[src/rtl/bpa_ram.sv]
module bpa_ram #(
  parameter int unsigned Width = 8,
  parameter int unsigned Depth = 16
) (
  input  logic                     clk_i,
  input  logic                     we_i,
  input  logic [$clog2(Depth)-1:0] waddr_i,
  input  logic [Width-1:0]         wdata_i,
  input  logic [$clog2(Depth)-1:0] raddr_i,
  output logic [Width-1:0]         rdata_o
);

  logic [Width-1:0] mem_q [Depth];
  logic [Width-1:0] rdata_q;

  always_ff @(posedge clk_i) begin
    if (we_i) begin
      mem_q[waddr_i] <= wdata_i;
    end
    rdata_q <= mem_q[raddr_i];
  end

  assign rdata_o = rdata_q;

endmodule

[config.mk]
export PLATFORM = sky130hd
export DESIGN_NAME = bpa_ram
export DESIGN_NICKNAME = d
export VERILOG_FILES = /design/src/rtl/bpa_ram.sv
export SDC_FILE = /design/constraint.sdc
export NUM_CORES = 1
export LEC_CHECK = 0
export ABC_AREA = 1
export BUFFER_PORTS_ARGS = -buffer_cell sky130_fd_sc_hd__clkbuf_2
export CORE_ASPECT_RATIO = 1.1
export CORE_MARGIN = 4
export CORE_UTILIZATION = 60
export DETAILED_ROUTE_END_ITERATION = 8
export PLACE_DENSITY_LB_ADDON = 0.25
export SYNTH_ARGS = -nofsm -noshare
export SYNTH_HDL_FRONTEND = slang
export SYNTH_SLANG_ARGS = --single-unit
[constraint.sdc]
create_clock -name clk_i -period 1.7 [get_ports clk_i]
set_input_delay 0 -clock clk_i [delete_from_list [all_inputs] [get_ports clk_i]]
set_output_delay 0 -clock clk_i [all_outputs]
set_load 0.02 [all_outputs]
==> summary.txt <==
Placeable Area -> 9351 um2
R2R depth -> 6
Total CTS buffers -> 17
Reg2reg end -> rdata_o[2]$_DFF_P_
Hold Path Origin -> wdata_i[6]
Postcts setup bufs -> 0
Most frequent cells in the layout -> nand2_1 (173), edfxtp_1 (128), inv_1 (100)
Share of layout cells above drive strength 1 -> 0.1215
Fin. max-slew vios -> 0
CP top delay family -> flip-flops
Detailed Routing Iterations Pass 1 -> 5
RSZ-0062 raised after global routing -> no
Clk sinks -> 136
Distinct cells, synth -> 12
CP Capture Type -> primary output
Global Route Usage Sum -> 0.2495
Routed Antenna Nets -> 0
Number of max-cap violations -> 0
CP max FO -> 1
Syn Inst Count -> 551
Clk root buf -> clkbuf_8
Die area -> 11250 um2
Row cnt -> 37
H-tree depth -> 4
Fin Setup TNS -> 0 ns
Warnings, synthesis -> 0
Leak pwr -> 0.002927 uW
Crit-path cells -> clkbuf_2
CTS tree -> done
Crit path buffers/inverters -> 1
Worst-Skew Late Latency -> 0.52 ns
DRT Wirelength -> 13.03 mm
Hold Crit Class -> in -> reg
Initial antenna violation count -> 0
Slew HR -> 0.5376
Final setup vio count -> 0
Ant. Diodes -> 0
Skew final -> 0.005102 ns
Highest Clock Rate -> 915.2 MHz
Synth Net Count -> 569
Largest net degree at the start of global routing -> 65
Drt initial violations -> 429
Port-buffer cells -> 25
Worst EP required -> 1.70 ns
Routed WL per cell -> 17.95 um
Area grow syn2layout -> 16.10%
Die Span X -> 101.5 um
Final GP Congestion -> 0.9566
Slowest stage cell, crit path -> dfxtp_1
Worst VDD drop -> 840.3 uV
Period utilization -> 0.6427
Vias/cell -> 5.397
Via count -> 3918
Leading area contributor after synthesis -> edfxtp_1
GR Overflow Total -> 0
Transition time of the tightest slew-check pin -> 0.6911 ns
Count of final hold-check violations -> 0
Hold slack final -> 0.02284 ns
Fin nets -> 614
Cell Area, Synth -> 5767 um2
Seq/Total Area, Yosys -> 0.6943
Crit path launch type -> register
Reg2Reg Launch Point -> mem_q[4][2]$_DFFE_PP_
DPL Wire Length -> 8.015 mm
Synth area leaders -> edfxtp_1 (67%), nand2_1 (11%), nand3_1 (8.4%)
Critical path class -> reg -> out
Starting Density -> 0.6167
Hold-fix buffers, CTS -> 8
Vias in the first global route -> 3869
Die Y -> 110.8 um
Pre-CTS setup slack -> 0.4487 ns
#FFs+latches synth -> 136
Hold path cells -> 1
DRC viols -> 0
Mean Syn Cell Area -> 10.47 um2
Clock transition at the registers of the reported paths -> 0.06 ns
First-pass GRT wire length -> 20.67 mm
Setup WS post-layout -> 0.6074 ns
Clock tree buffer depth -> 2
Worst path max stage delay -> 0.38 ns
Post_cts resized -> 0
I/O pins -> 26
R2R Setup Slk -> 0.66 ns
Most common cell after layout, fill and taps aside -> nand2_1
Min Tclk post-route -> 1.093 ns
Worst Hold End -> mem_q[9][6]$_DFFE_PP_
Filler Cell Count -> 662
Status -> finished, final reports clean
Arrival @ worst endpoint -> 1.09 ns
Area share of the largest cell type after synthesis -> 0.6665
Pwr dens -> 1178 nW/um2
==> per-layer routing <==
layer  part of all wire  GRT usage  vias to the layer above
li1                   -          -                     1864
met1               0.39     0.3267                     1844
met2               0.51     0.4001                      175
met3              0.069    0.05664                       35
met4              0.033     0.1028                        0
met5                  0          0                        -
==> worst max-delay path by stage <==
stage | cells past startpoint | from | to | slack [ns]
final | 1 | rdata_o[5]$_DFF_P_ | rdata_o[5] | 0.61
after CTS | 1 | rdata_o[5]$_DFF_P_ | rdata_o[5] | 0.63
after global routing | 6 | mem_q[6][0]$_DFFE_PP_ | rdata_o[0]$_DFF_P_ | 0.57
after detailed placement | 3 | waddr_i[3] | mem_q[4][2]$_DFFE_PP_ | 0.45
after global placement | 8 | raddr_i[0] | rdata_o[6]$_DFF_P_ | 0.45
after floorplan | 2 | waddr_i[2] | mem_q[10][0]$_DFFE_PP_ | 0.75
==> power breakdown <==
group / internal (uW) / switching [uW]
logic: 146 / 347
clock network: 2240 / 1390
registers: 3750 / 27.8
total: 6130 / 1760
==> cell families (layout without fill, tap and decap cells) <==
family                 count (synthesis)  in the layout  share of synthesized area
buffers and inverters                126            184                    0.09525
AND/OR/NAND/NOR                      289            289                     0.2105
flip-flops                           136            136                     0.6943
==> registers in the layout, summed over array words and instances, names as in the netlist <==
name,count
mem_q,128
rdata_o,8
==> area by class of cell <==
| type | instances | area [um2] | area share |
|---|---|---|---|
| flip-flops and latches | 136 | 4004 | 0.5980 |
| multi-input cells | 289 | 1214 | 0.1813 |
| clock buffers | 17 | 414.1 | 0.06186 |
| inverters | 102 | 382.9 | 0.05719 |
| repair buffers | 50 | 357.8 | 0.05345 |
| clock inverters | 15 | 176.4 | 0.02635 |
| well taps | 117 | 146.4 | 0.02187 |
==> synth_stat cells (all sizes together) <==
library cell  count
edfxtp          128
nand2           173
inv             102
nand3b            2
nand3            97
nor2             17
buf              24
dfxtp             8
==> per-stage QoR <==
stage          instances  total power [uW]  instance area (um2)  utilization
4_1_cts              726              7910                 6695       0.7159
2_1_floorplan        551              4128                 5767            -
5_1_grt              726              8146                 6695       0.7159
6_report             726              7890                 6695       0.7159
3_3_place_gp         686              4306                 6025       0.6442
3_5_place_dp         686              4320                 6025       0.6442
Power figures use the tool's default switching activity.
