File: src/rtl/bpa_alu.sv
module bpa_alu #(
  parameter int unsigned LinkW  = 13,
  parameter int unsigned OrderW = 4
) (
  input  logic [LinkW-1:0]  a_i,
  input  logic [OrderW-1:0] k_i,
  input  logic [LinkW-1:0]  end_i,
  output logic [LinkW-1:0]  plus_o,
  output logic [LinkW-1:0]  flip_o,
  output logic [LinkW-1:0]  clr_o,
  output logic              fits_o
);

  logic [LinkW-1:0] size;

  // One power-of-two block size feeds every buddy computation.
  assign size   = LinkW'(1) << k_i;
  assign plus_o = a_i + size;
  assign flip_o = a_i ^ size;
  assign clr_o  = a_i & ~size;
  assign fits_o = (a_i < end_i) && (size <= (end_i - a_i)) &&
                  ((a_i & (size - LinkW'(1))) == '0);

endmodule

File: config.mk
export PLATFORM = sky130hd
export DESIGN_NAME = bpa_alu
export DESIGN_NICKNAME = d
export VERILOG_FILES = /design/src/rtl/bpa_alu.sv
export SDC_FILE = /design/constraint.sdc
export NUM_CORES = 1
export LEC_CHECK = 0
export BUFFER_PORTS_ARGS = -buffer_cell sky130_fd_sc_hd__clkbuf_2
export CAP_MARGIN = 20
export CORE_MARGIN = 3
export CORE_UTILIZATION = 50
export DETAILED_ROUTE_END_ITERATION = 10
export PLACE_DENSITY = 0.79
export SYNTH_ARGS = -nofsm -noshare
export SYNTH_HDL_FRONTEND = slang
export SYNTH_SLANG_ARGS = --single-unit
export TNS_END_PERCENT = 20
File: constraint.sdc
create_clock -name vclk -period 4.69
set_clock_uncertainty 0.2 [all_clocks]
set_input_delay 0.7035 -clock vclk [all_inputs]
set_output_delay 0.7035 -clock vclk [all_outputs]
set_load 0.03 [all_outputs]
==> results.yml, run 1 <==
synth:
  yosysSeqAreaShare: 0
  synthesis.nets: 367
  synth_top_cell_by_area: "ha_1"
  yosys_warnings: 0
  synth_compound_area_frac: 0.225
  syn_area_sq_mm: 0.00198
  yosys.area_share.simple: 0.240
  avgSynthCellArea_sq_um: 7.01
  synth_top_area_frac: 0.328
  syn_inst: 283
  synth_fa_ha_area_frac: 0.348
  synth.distinct_cells: 46
  synth_top_family_by_area: "adder cells"
  synth_area_leaders: "ha_1 (33%), inv_1 (8.9%), xnor2_1 (6.6%)"
  synthMuxAreaShare: 0
  synth_xor_xnor_area_share: 0.0839
hold_path:
  hp-class: "input port to output pin"
route:
  first_pass_iters: 4
  drtIter0Drc: 91
  wl_per_cell_um: 12.7
  viasPerCell: 5.46
  wirelength_um: 5050
  drt.antenna.violating_nets: 0
  route.vias.total: 2173
  drc: 0
sta:
  hold_violations: 0
  max_freq_mhz: 221
  grt_setup_unrepaired: "yes"
  maxSlewViolCount: 0
  worst_pin_slew_ns: 0.392
  fin_setup_tns_ns: 0
  max_slew_margin: 0.734
  layout_min_cycle_time_ns: 4.52
  final-setup-viol-count: 0
  period_share: 0.964
die:
  die_y_um: 69.0
  placementRows: 22
  start_util: 0.530
  core_sq_mm: 0.00374
  die_area_sq_mm: 0.00476
  ios: 70
  die_width_um: 69.0
run:
  drv_cap: 0
placed_design:
  dpl.hpwl_um: 4550
  port-buffer-count: 70
  gp_congestion: 0.814
  dp.cells: 396
setup_path:
  cp-end-kind: "output pin"
  critical_path_required_ns: 3.79
  cp_slowest_cell: "or4_1"
  crit_chain: "clkbuf_2, ha_2, fa_2, nand2b_4, a211oi_4, o31a_1, o21ai_1, a21oi_2, xnor2_1, ha_1, nand4_1, or4_1, o21ai_1, and4_1, buf_6"
  arrival_ns: 3.62
  cp-start-kind: "input port"
  critical_path_class: "input port to output pin"
  path_max_fanout: 3
  cp_common_cell: "o21ai_1"
  crit_path_max_incr_delay_ns: 0.41
finish:
  n_sequential_cell: 0
  fin_nets: 436
  n_clock_buffer: 0
  diodes: 0
  seq_area_sq_um: 0
  syn2layout_area_growth_pct: 22.4
  num-fill-cells: 363
  multi_input_area_sq_mm: 0.00182
  final_cells: 398
  layout-drive-gt1-share: 0.257
power:
  power_uw: 306
  powerDensity_mw_per_mm2: 126
  p_leak_nw: 1.38
  max-vdd-ir-drop_mv: 0.0620
global_routing:
  grt_max_degree: 13
  track_usage: 0.212
  antenna_found_initial: 0
  grt-ovfl-total: 0
  grt_pass1_vias: 1910
  grt_pass1_wl_um: 8000
outcome:
  outcome: "finished clean"
clocking:
  cts_hold_buf: 0
what timing repair did:
action                     in CTS  in global routing
buffers inserted                0                  2
gates resized for setup         1                 15
pin swaps                       0                  8
setup endpoints to repair       1                  1
worst paths after layout:
path | from | slack, ns | depth (start not counted) | end
worst max-delay path | a_i[0] | 0.17 | 15 | fits_o
worst min-delay path | a_i[12] | 1.63 | 3 | clr_o[12]
cell families after synthesis:
group	count (synthesis)
buffers and inverters	52
xor gates and xnor gates	19
AOI/OAI and AO/OA	67
and+or+nand+nor	91
adders and majority gates	54
cells in the mapped netlist (2+ instances only):
master     count
ha_1          52
nor3_1         7
o21ai_0       14
o211ai_1       3
nor4b_2        2
fa_1           2
o21a_1         2
a31oi_1        3
nor2b_1        6
a21oi_1       17
nor4_1         2
xnor2_1       15
or2_2          2
xor2_1         4
nor2_1        20
a21o_1         4
nand2b_1       6
or4_1          2
inv_1         47
nand4_1        6
o31ai_1        2
o2111ai_1      3
nand2_1       25
buf_2          4
a211oi_1       3
o21bai_1       3
nand3_1        7
a22oi_1        2
final cells by class:
cell class,instances,area share
inverter,47,0.0727
multi-input combinational,231,0.748
tap,48,0.0247
timing repair buffer,72,0.154
through the flow:
| step | utilization | instance area (sq um) | worst slack [ns] | hold WS [ns] |
|---|---|---|---|---|
| 2_1_floorplan | - | 1980 | 0.374 | 1.44 |
| 3_3_place_gp | 0.632 | 2370 | 0.0644 | 1.62 |
| 3_5_place_dp | 0.632 | 2370 | -0.0603 | 1.63 |
| 4_1_cts | 0.633 | 2370 | 0.0148 | 1.63 |
| 5_1_grt | 0.648 | 2430 | -0.0577 | 1.67 |
| 6_report | 0.648 | 2430 | 0.167 | 1.63 |
power breakdown:
part           leakage, nW  internal, mW  switching, mW
sequential               0             0              0
combinational         1.38         0.115          0.191
clock                    0             0              0
cell usage in the layout (no fill, tap or decap), drive strengths merged, types with 6 or more instances in the layout:
cell type  instances
nand2             25
nor3               7
xnor2             15
o21ai             15
nand3              7
nand2b             6
nand4              6
inv               47
nor2b              8
nor2              21
a21oi             18
ha                52
clkbuf            69
critical path: cells and delay by family:
kind / cells / cell delay [ns]
AOI/OAI and AO/OA: 5 / 0.81
adders and majority gates: 3 / 0.86
xor gates and xnor gates: 1 / 0.08
buffers and inverters: 2 / 0.25
and+or+nand+nor: 4 / 0.91
routing by layer:
layer	global-route usage	up-vias	share of wire
met1	0.287	966	0.46
met4	0.0195	0	0.0087
met2	0.389	80	0.47
met5	0	-	0
li1	-	1123	-
met3	0.00162	4	0.067
Note: power is estimated with default switching activity, not from simulation.
==> run 2, diff against run 1 <==
--- a/config.mk
+++ b/config.mk
@@ -5,12 +5,14 @@
 export SDC_FILE = /design/constraint.sdc
 export NUM_CORES = 1
 export LEC_CHECK = 0
+export ABC_AREA = 1
 export BUFFER_PORTS_ARGS = -buffer_cell sky130_fd_sc_hd__clkbuf_2
-export CAP_MARGIN = 20
+export CAP_MARGIN = 30
+export CORE_ASPECT_RATIO = 0.8
 export CORE_MARGIN = 3
 export CORE_UTILIZATION = 50
 export DETAILED_ROUTE_END_ITERATION = 10
-export PLACE_DENSITY = 0.79
+export PLACE_DENSITY = 0.78
 export SYNTH_ARGS = -nofsm -noshare
 export SYNTH_HDL_FRONTEND = slang
 export SYNTH_SLANG_ARGS = --single-unit
==> run 2 against run 1 <==
  * Synthesized cell count rose by 22%
  * Final cell count rose by 18%
  * Non-clock buffer count fell by 1
  * Global-route usage rose by 0.35 points
  * Area after synthesis rose by 5.2%
  * Via count rose by 9.5%
  * Critical endpoint unchanged
==> results.yml, run 2 <==
sta:
  hold_violations: 0
  max_freq_mhz: 229
  max_slew_margin: 0.683
  hold_ws_ns: 1.63
  fin_setup_tns_ns: 0
  final-setup-viol-count: 0
  grt_setup_unrepaired: "no"
  fin_ws_ns: 0.318
  worst_pin_slew_ns: 0.470
  period_share: 0.932
  maxSlewViolCount: 0
  layout_min_cycle_time_ns: 4.37
synth:
  synth.most_common_cell: "inv_1"
  syn_inst: 344
  yosysSeqAreaShare: 0
  yosys-top-cells-count: "inv_1 (66), nand2_1 (63), ha_1 (52), nor2_1 (35), a21oi_1 (31)"
  yosys_warnings: 0
  synth.distinct_cells: 26
  avgSynthCellArea_sq_um: 6.06
  synth_top_area_frac: 0.312
  synth_area_leaders: "ha_1 (31%), inv_1 (12%), nand2_1 (11%)"
  syn_area_sq_mm: 0.00209
  synth_top_cell_by_area: "ha_1"
  synthesis.nets: 428
finish:
  final_common_cell: "clkbuf_2"
  syn2layout_area_growth_pct: 19.7
  num-fill-cells: 392
  seq_area_sq_um: 0
  n_sequential_cell: 0
  fin_util: 0.640
  multi_input_area_sq_mm: 0.00180
  diodes: 0
  fin_nets: 499
  n_clock_buffer: 0
  final_cells: 468
  final_cell_mix: "clkbuf_2 (70), inv_1 (66), nand2_1 (63)"
  layout-drive-gt1-share: 0.211
  stdcell_area_sq_mm: 0.00250
route:
  drtIter0Drc: 92
  wirelength_um: 5560
  wl_met2_um: 2350
  drc: 0
  met3_wirelength_um: 290
  route.vias.total: 2380
  drt-met1-wl_um: 2910
  wl_per_cell_um: 11.9
  drt.antenna.violating_nets: 0
  top_layer_used: "met4"
  first_pass_iters: 5
  viasPerCell: 5.09
setup_path:
  crit_path_max_incr_delay_ns: 0.42
  cp-end-kind: "output pin"
  arrival_ns: 3.47
  cp-startpoint: "a_i[0]"
  critical_path_required_ns: 3.79
  cp_common_cell: "nand2_1"
  critical_path_class: "input port to output pin"
  crit_chain: "clkbuf_2, ha_1, fa_1, o21ai_0, nand2_1, nand3_1, a21oi_1, xor2_1, ha_1, nand2_1, o21bai_1, nand2_1, a21oi_1, nand2_1, nand2_1, nand3_1, nor2_1, clkbuf_2"
  path_max_fanout: 3
  cp_slowest_cell: "fa_1"
  crit_path_end: "fits_o"
  path_delay_family: "adder cells"
  cp-start-kind: "input port"
  cp.depth: 18
  worst-path-buf-inv: 2
run:
  drv_cap: 0
clocking:
  post_cts_resized: 0
  postCtsSetupBuffers: 0
  cts_hold_buf: 0
die:
  placementRows: 20
  die_y_um: 63.8
  ios: 70
  core_sq_mm: 0.00390
  start_util: 0.534
  die_area_sq_mm: 0.00499
  die_width_um: 78.2
placed_design:
  postPlaceCellArea_sq_mm: 0.00250
  gp_congestion: 0.902
  pre_cts_ws_ns: 0.327
  dpl.hpwl_um: 5090
  port-buffer-count: 70
  dp.cells: 468
hold_path:
  hold_path.startpoint: "a_i[12]"
  hp-class: "input port to output pin"
  whs_path_depth: 3
power:
  max-vdd-ir-drop_mv: 0.0629
  power_uw: 314
  p_leak_nw: 1.58
  powerDensity_mw_per_mm2: 126
global_routing:
  grt_pass1_wl_um: 9120
  grt-ovfl-total: 0
  grt_max_degree: 9
  antenna_found_initial: 0
  track_usage: 0.216
  grt_pass1_vias: 2095
outcome:
  outcome: "finished clean"
## run 2: per-layer routing
layer,GRT usage,vias to the layer above
li1,-,1246
met1,0.316,1043
met2,0.369,87
met3,0.00986,4
met4,0.00873,0
met5,0,-
## run 2: layout make-up
cell class | instances | share of cell area
multi-input cells | 271 | 0.722
repair buffers | 71 | 0.143
inverters | 71 | 0.107
well taps | 55 | 0.0276
## run 2: report_power, final
group	internal (mW)	total, mW	switching (mW)
combinational	0.107	0.314	0.207
sequential	0	0	0
clock	0	0	0
## run 2: worst min-delay path: stages
cell and delay [ns]:
clkbuf_2 0.09, ha_1 0.14, clkbuf_2 0.19
## run 2: how the worst min path moves through the flow
stage           endpoint  slack [ns]
3_3_place_gp   clr_o[12]        1.63
5_1_grt        clr_o[12]        1.64
6_report       clr_o[12]        1.63
2_1_floorplan  flip_o[1]        1.44
3_5_place_dp   clr_o[12]        1.63
4_1_cts        clr_o[12]        1.63
## run 2: cell families after synthesis
group / synth area share
fa+ha+maj: 0.331
buf+inv: 0.135
simple gates: 0.305
compound gates: 0.141
xor+xnor: 0.0882
==> run 3, diff against run 2 <==
--- a/config.mk
+++ b/config.mk
@@ -6,6 +6,7 @@
 export NUM_CORES = 1
 export LEC_CHECK = 0
 export ABC_AREA = 1
+export ABC_CLOCK_PERIOD_IN_PS = 4690
 export BUFFER_PORTS_ARGS = -buffer_cell sky130_fd_sc_hd__clkbuf_2
 export CAP_MARGIN = 30
 export CORE_ASPECT_RATIO = 0.8
@@ -13,6 +14,7 @@
 export CORE_UTILIZATION = 50
 export DETAILED_ROUTE_END_ITERATION = 10
 export PLACE_DENSITY = 0.78
+export REMOVE_ABC_BUFFERS = 1
 export SYNTH_ARGS = -nofsm -noshare
 export SYNTH_HDL_FRONTEND = slang
 export SYNTH_SLANG_ARGS = --single-unit
==> run 3 against run 2 <==
  * Sequential share of layout area stayed put
  * Utilization stayed put
  * Via count down 0.25%
  * Critical endpoint unchanged
==> results.yml, run 3 (same netlist as run 2, synthesis figures left out) <==
outcome:
  outcome: "finished clean"
sta:
  max_freq_mhz: 234
  worst_pin_slew_ns: 0.466
  fin_ws_ns: 0.414
  maxSlewViolCount: 0
  period_share: 0.912
  final-setup-viol-count: 0
  grt_setup_unrepaired: "no"
  layout_min_cycle_time_ns: 4.28
  hold_violations: 0
  fin_setup_tns_ns: 0
  max_slew_margin: 0.686
route:
  viasPerCell: 5.07
  drt.antenna.violating_nets: 0
  wirelength_um: 5770
  route.vias.total: 2374
  drtIter0Drc: 116
  drc: 0
  wl_per_cell_um: 12.3
  first_pass_iters: 5
setup_path:
  cp-start-kind: "input port"
  cp_slowest_cell: "fa_1"
  crit_path_max_incr_delay_ns: 0.41
  crit_chain: "clkbuf_2, ha_1, fa_1, o21ai_0, nand2_1, nand3_1, a21oi_1, xor2_1, ha_1, nand2_1, o21bai_1, nand2_1, a21oi_1, nand2_1, nand2_1, nand3_1, nor2_1, clkbuf_2"
  cp-end-kind: "output pin"
  path_max_fanout: 3
  worst-path-buf-inv: 2
  arrival_ns: 3.37
  critical_path_required_ns: 3.79
  path_delay_family: "adder cells"
  cp_common_cell: "nand2_1"
  critical_path_class: "input port to output pin"
die:
  die_area_sq_mm: 0.00499
  core_sq_mm: 0.00390
  placementRows: 20
  die_width_um: 78.2
  start_util: 0.534
  ios: 70
  die_y_um: 63.8
finish:
  final_cell_mix: "clkbuf_2 (70), inv_1 (66), nand2_1 (63)"
  layout-drive-gt1-share: 0.211
  n_sequential_cell: 0
  final_common_cell: "clkbuf_2"
  n_clock_buffer: 0
  fin_nets: 499
  multi_input_area_sq_mm: 0.00180
  num-fill-cells: 415
  diodes: 0
  syn2layout_area_growth_pct: 19.7
  fin_util: 0.640
  final_cells: 468
  seq_area_sq_um: 0
global_routing:
  grtUsageMet1: 0.326
  track_usage: 0.232
  grt-ovfl-total: 0
  grt_pass1_vias: 2160
  grt_max_degree: 9
  grt_pass1_wl_um: 9630
  busiest_layer: "met2"
  gr-usage-met2: 0.409
  met3_usage: 0.00704
  antenna_found_initial: 0
power:
  power_uw: 315
  p_leak_nw: 1.58
  power_frac_clock: 0
  p_int_uw: 106
  p_seq_frac: 0
  p_sw_frac: 0.662
  max-vdd-ir-drop_mv: 0.0611
  power_frac_comb: 1.000
  switching_power_uw: 208
  powerDensity_mw_per_mm2: 126
placed_design:
  pre_cts_ws_ns: 0.404
  port-buffer-count: 70
  dpl.hpwl_um: 5340
  dp.cells: 468
  gp_congestion: 0.895
clocking:
  post_cts_resized: 0
  postCtsSetupBuffers: 0
  cts_hold_buf: 0
run:
  drv_cap: 0
hold_path:
  hp-class: "input port to output pin"
[run 3: cell counts in the layout (fill, tap and decap cells not counted)]
No cell type changed its count.
[run 3: area by class of cell]
cell class                 instances  area share
multi-input combinational        271       0.722
timing repair buffer              71       0.143
inverter                          71       0.107
tap                               55      0.0276
[run 3: power by group through the flow]
stage / registers [mW] / clock network (mW) / logic, mW
2_1_floorplan: 0 / 0 / 0.227
3_3_place_gp: 0 / 0 / 0.310
3_5_place_dp: 0 / 0 / 0.314
4_1_cts: 0 / 0 / 0.315
5_1_grt: 0 / 0 / 0.352
6_report: 0 / 0 / 0.315
[run 3: per-layer routing]
metal	vias to the layer above	part of all wire
li1	1252	-
met1	1027	0.49
met2	89	0.44
met3	6	0.063
met4	0	0.0097
met5	-	0
[run 3: stage by stage]
step           hold slack, ns  cell area [sq um]
5_1_grt                  1.68               2500
6_report                 1.64               2500
2_1_floorplan            1.44               2070
4_1_cts                  1.65               2500
3_3_place_gp             1.62               2500
3_5_place_dp             1.65               2500
[run 3: path summary, 6_finish.rpt]
path | cells past startpoint | startpoint | slack (ns) | endpoint
worst min-delay path | 3 | a_i[12] | 1.64 | clr_o[12]
worst max-delay path | 18 | a_i[0] | 0.41 | fits_o
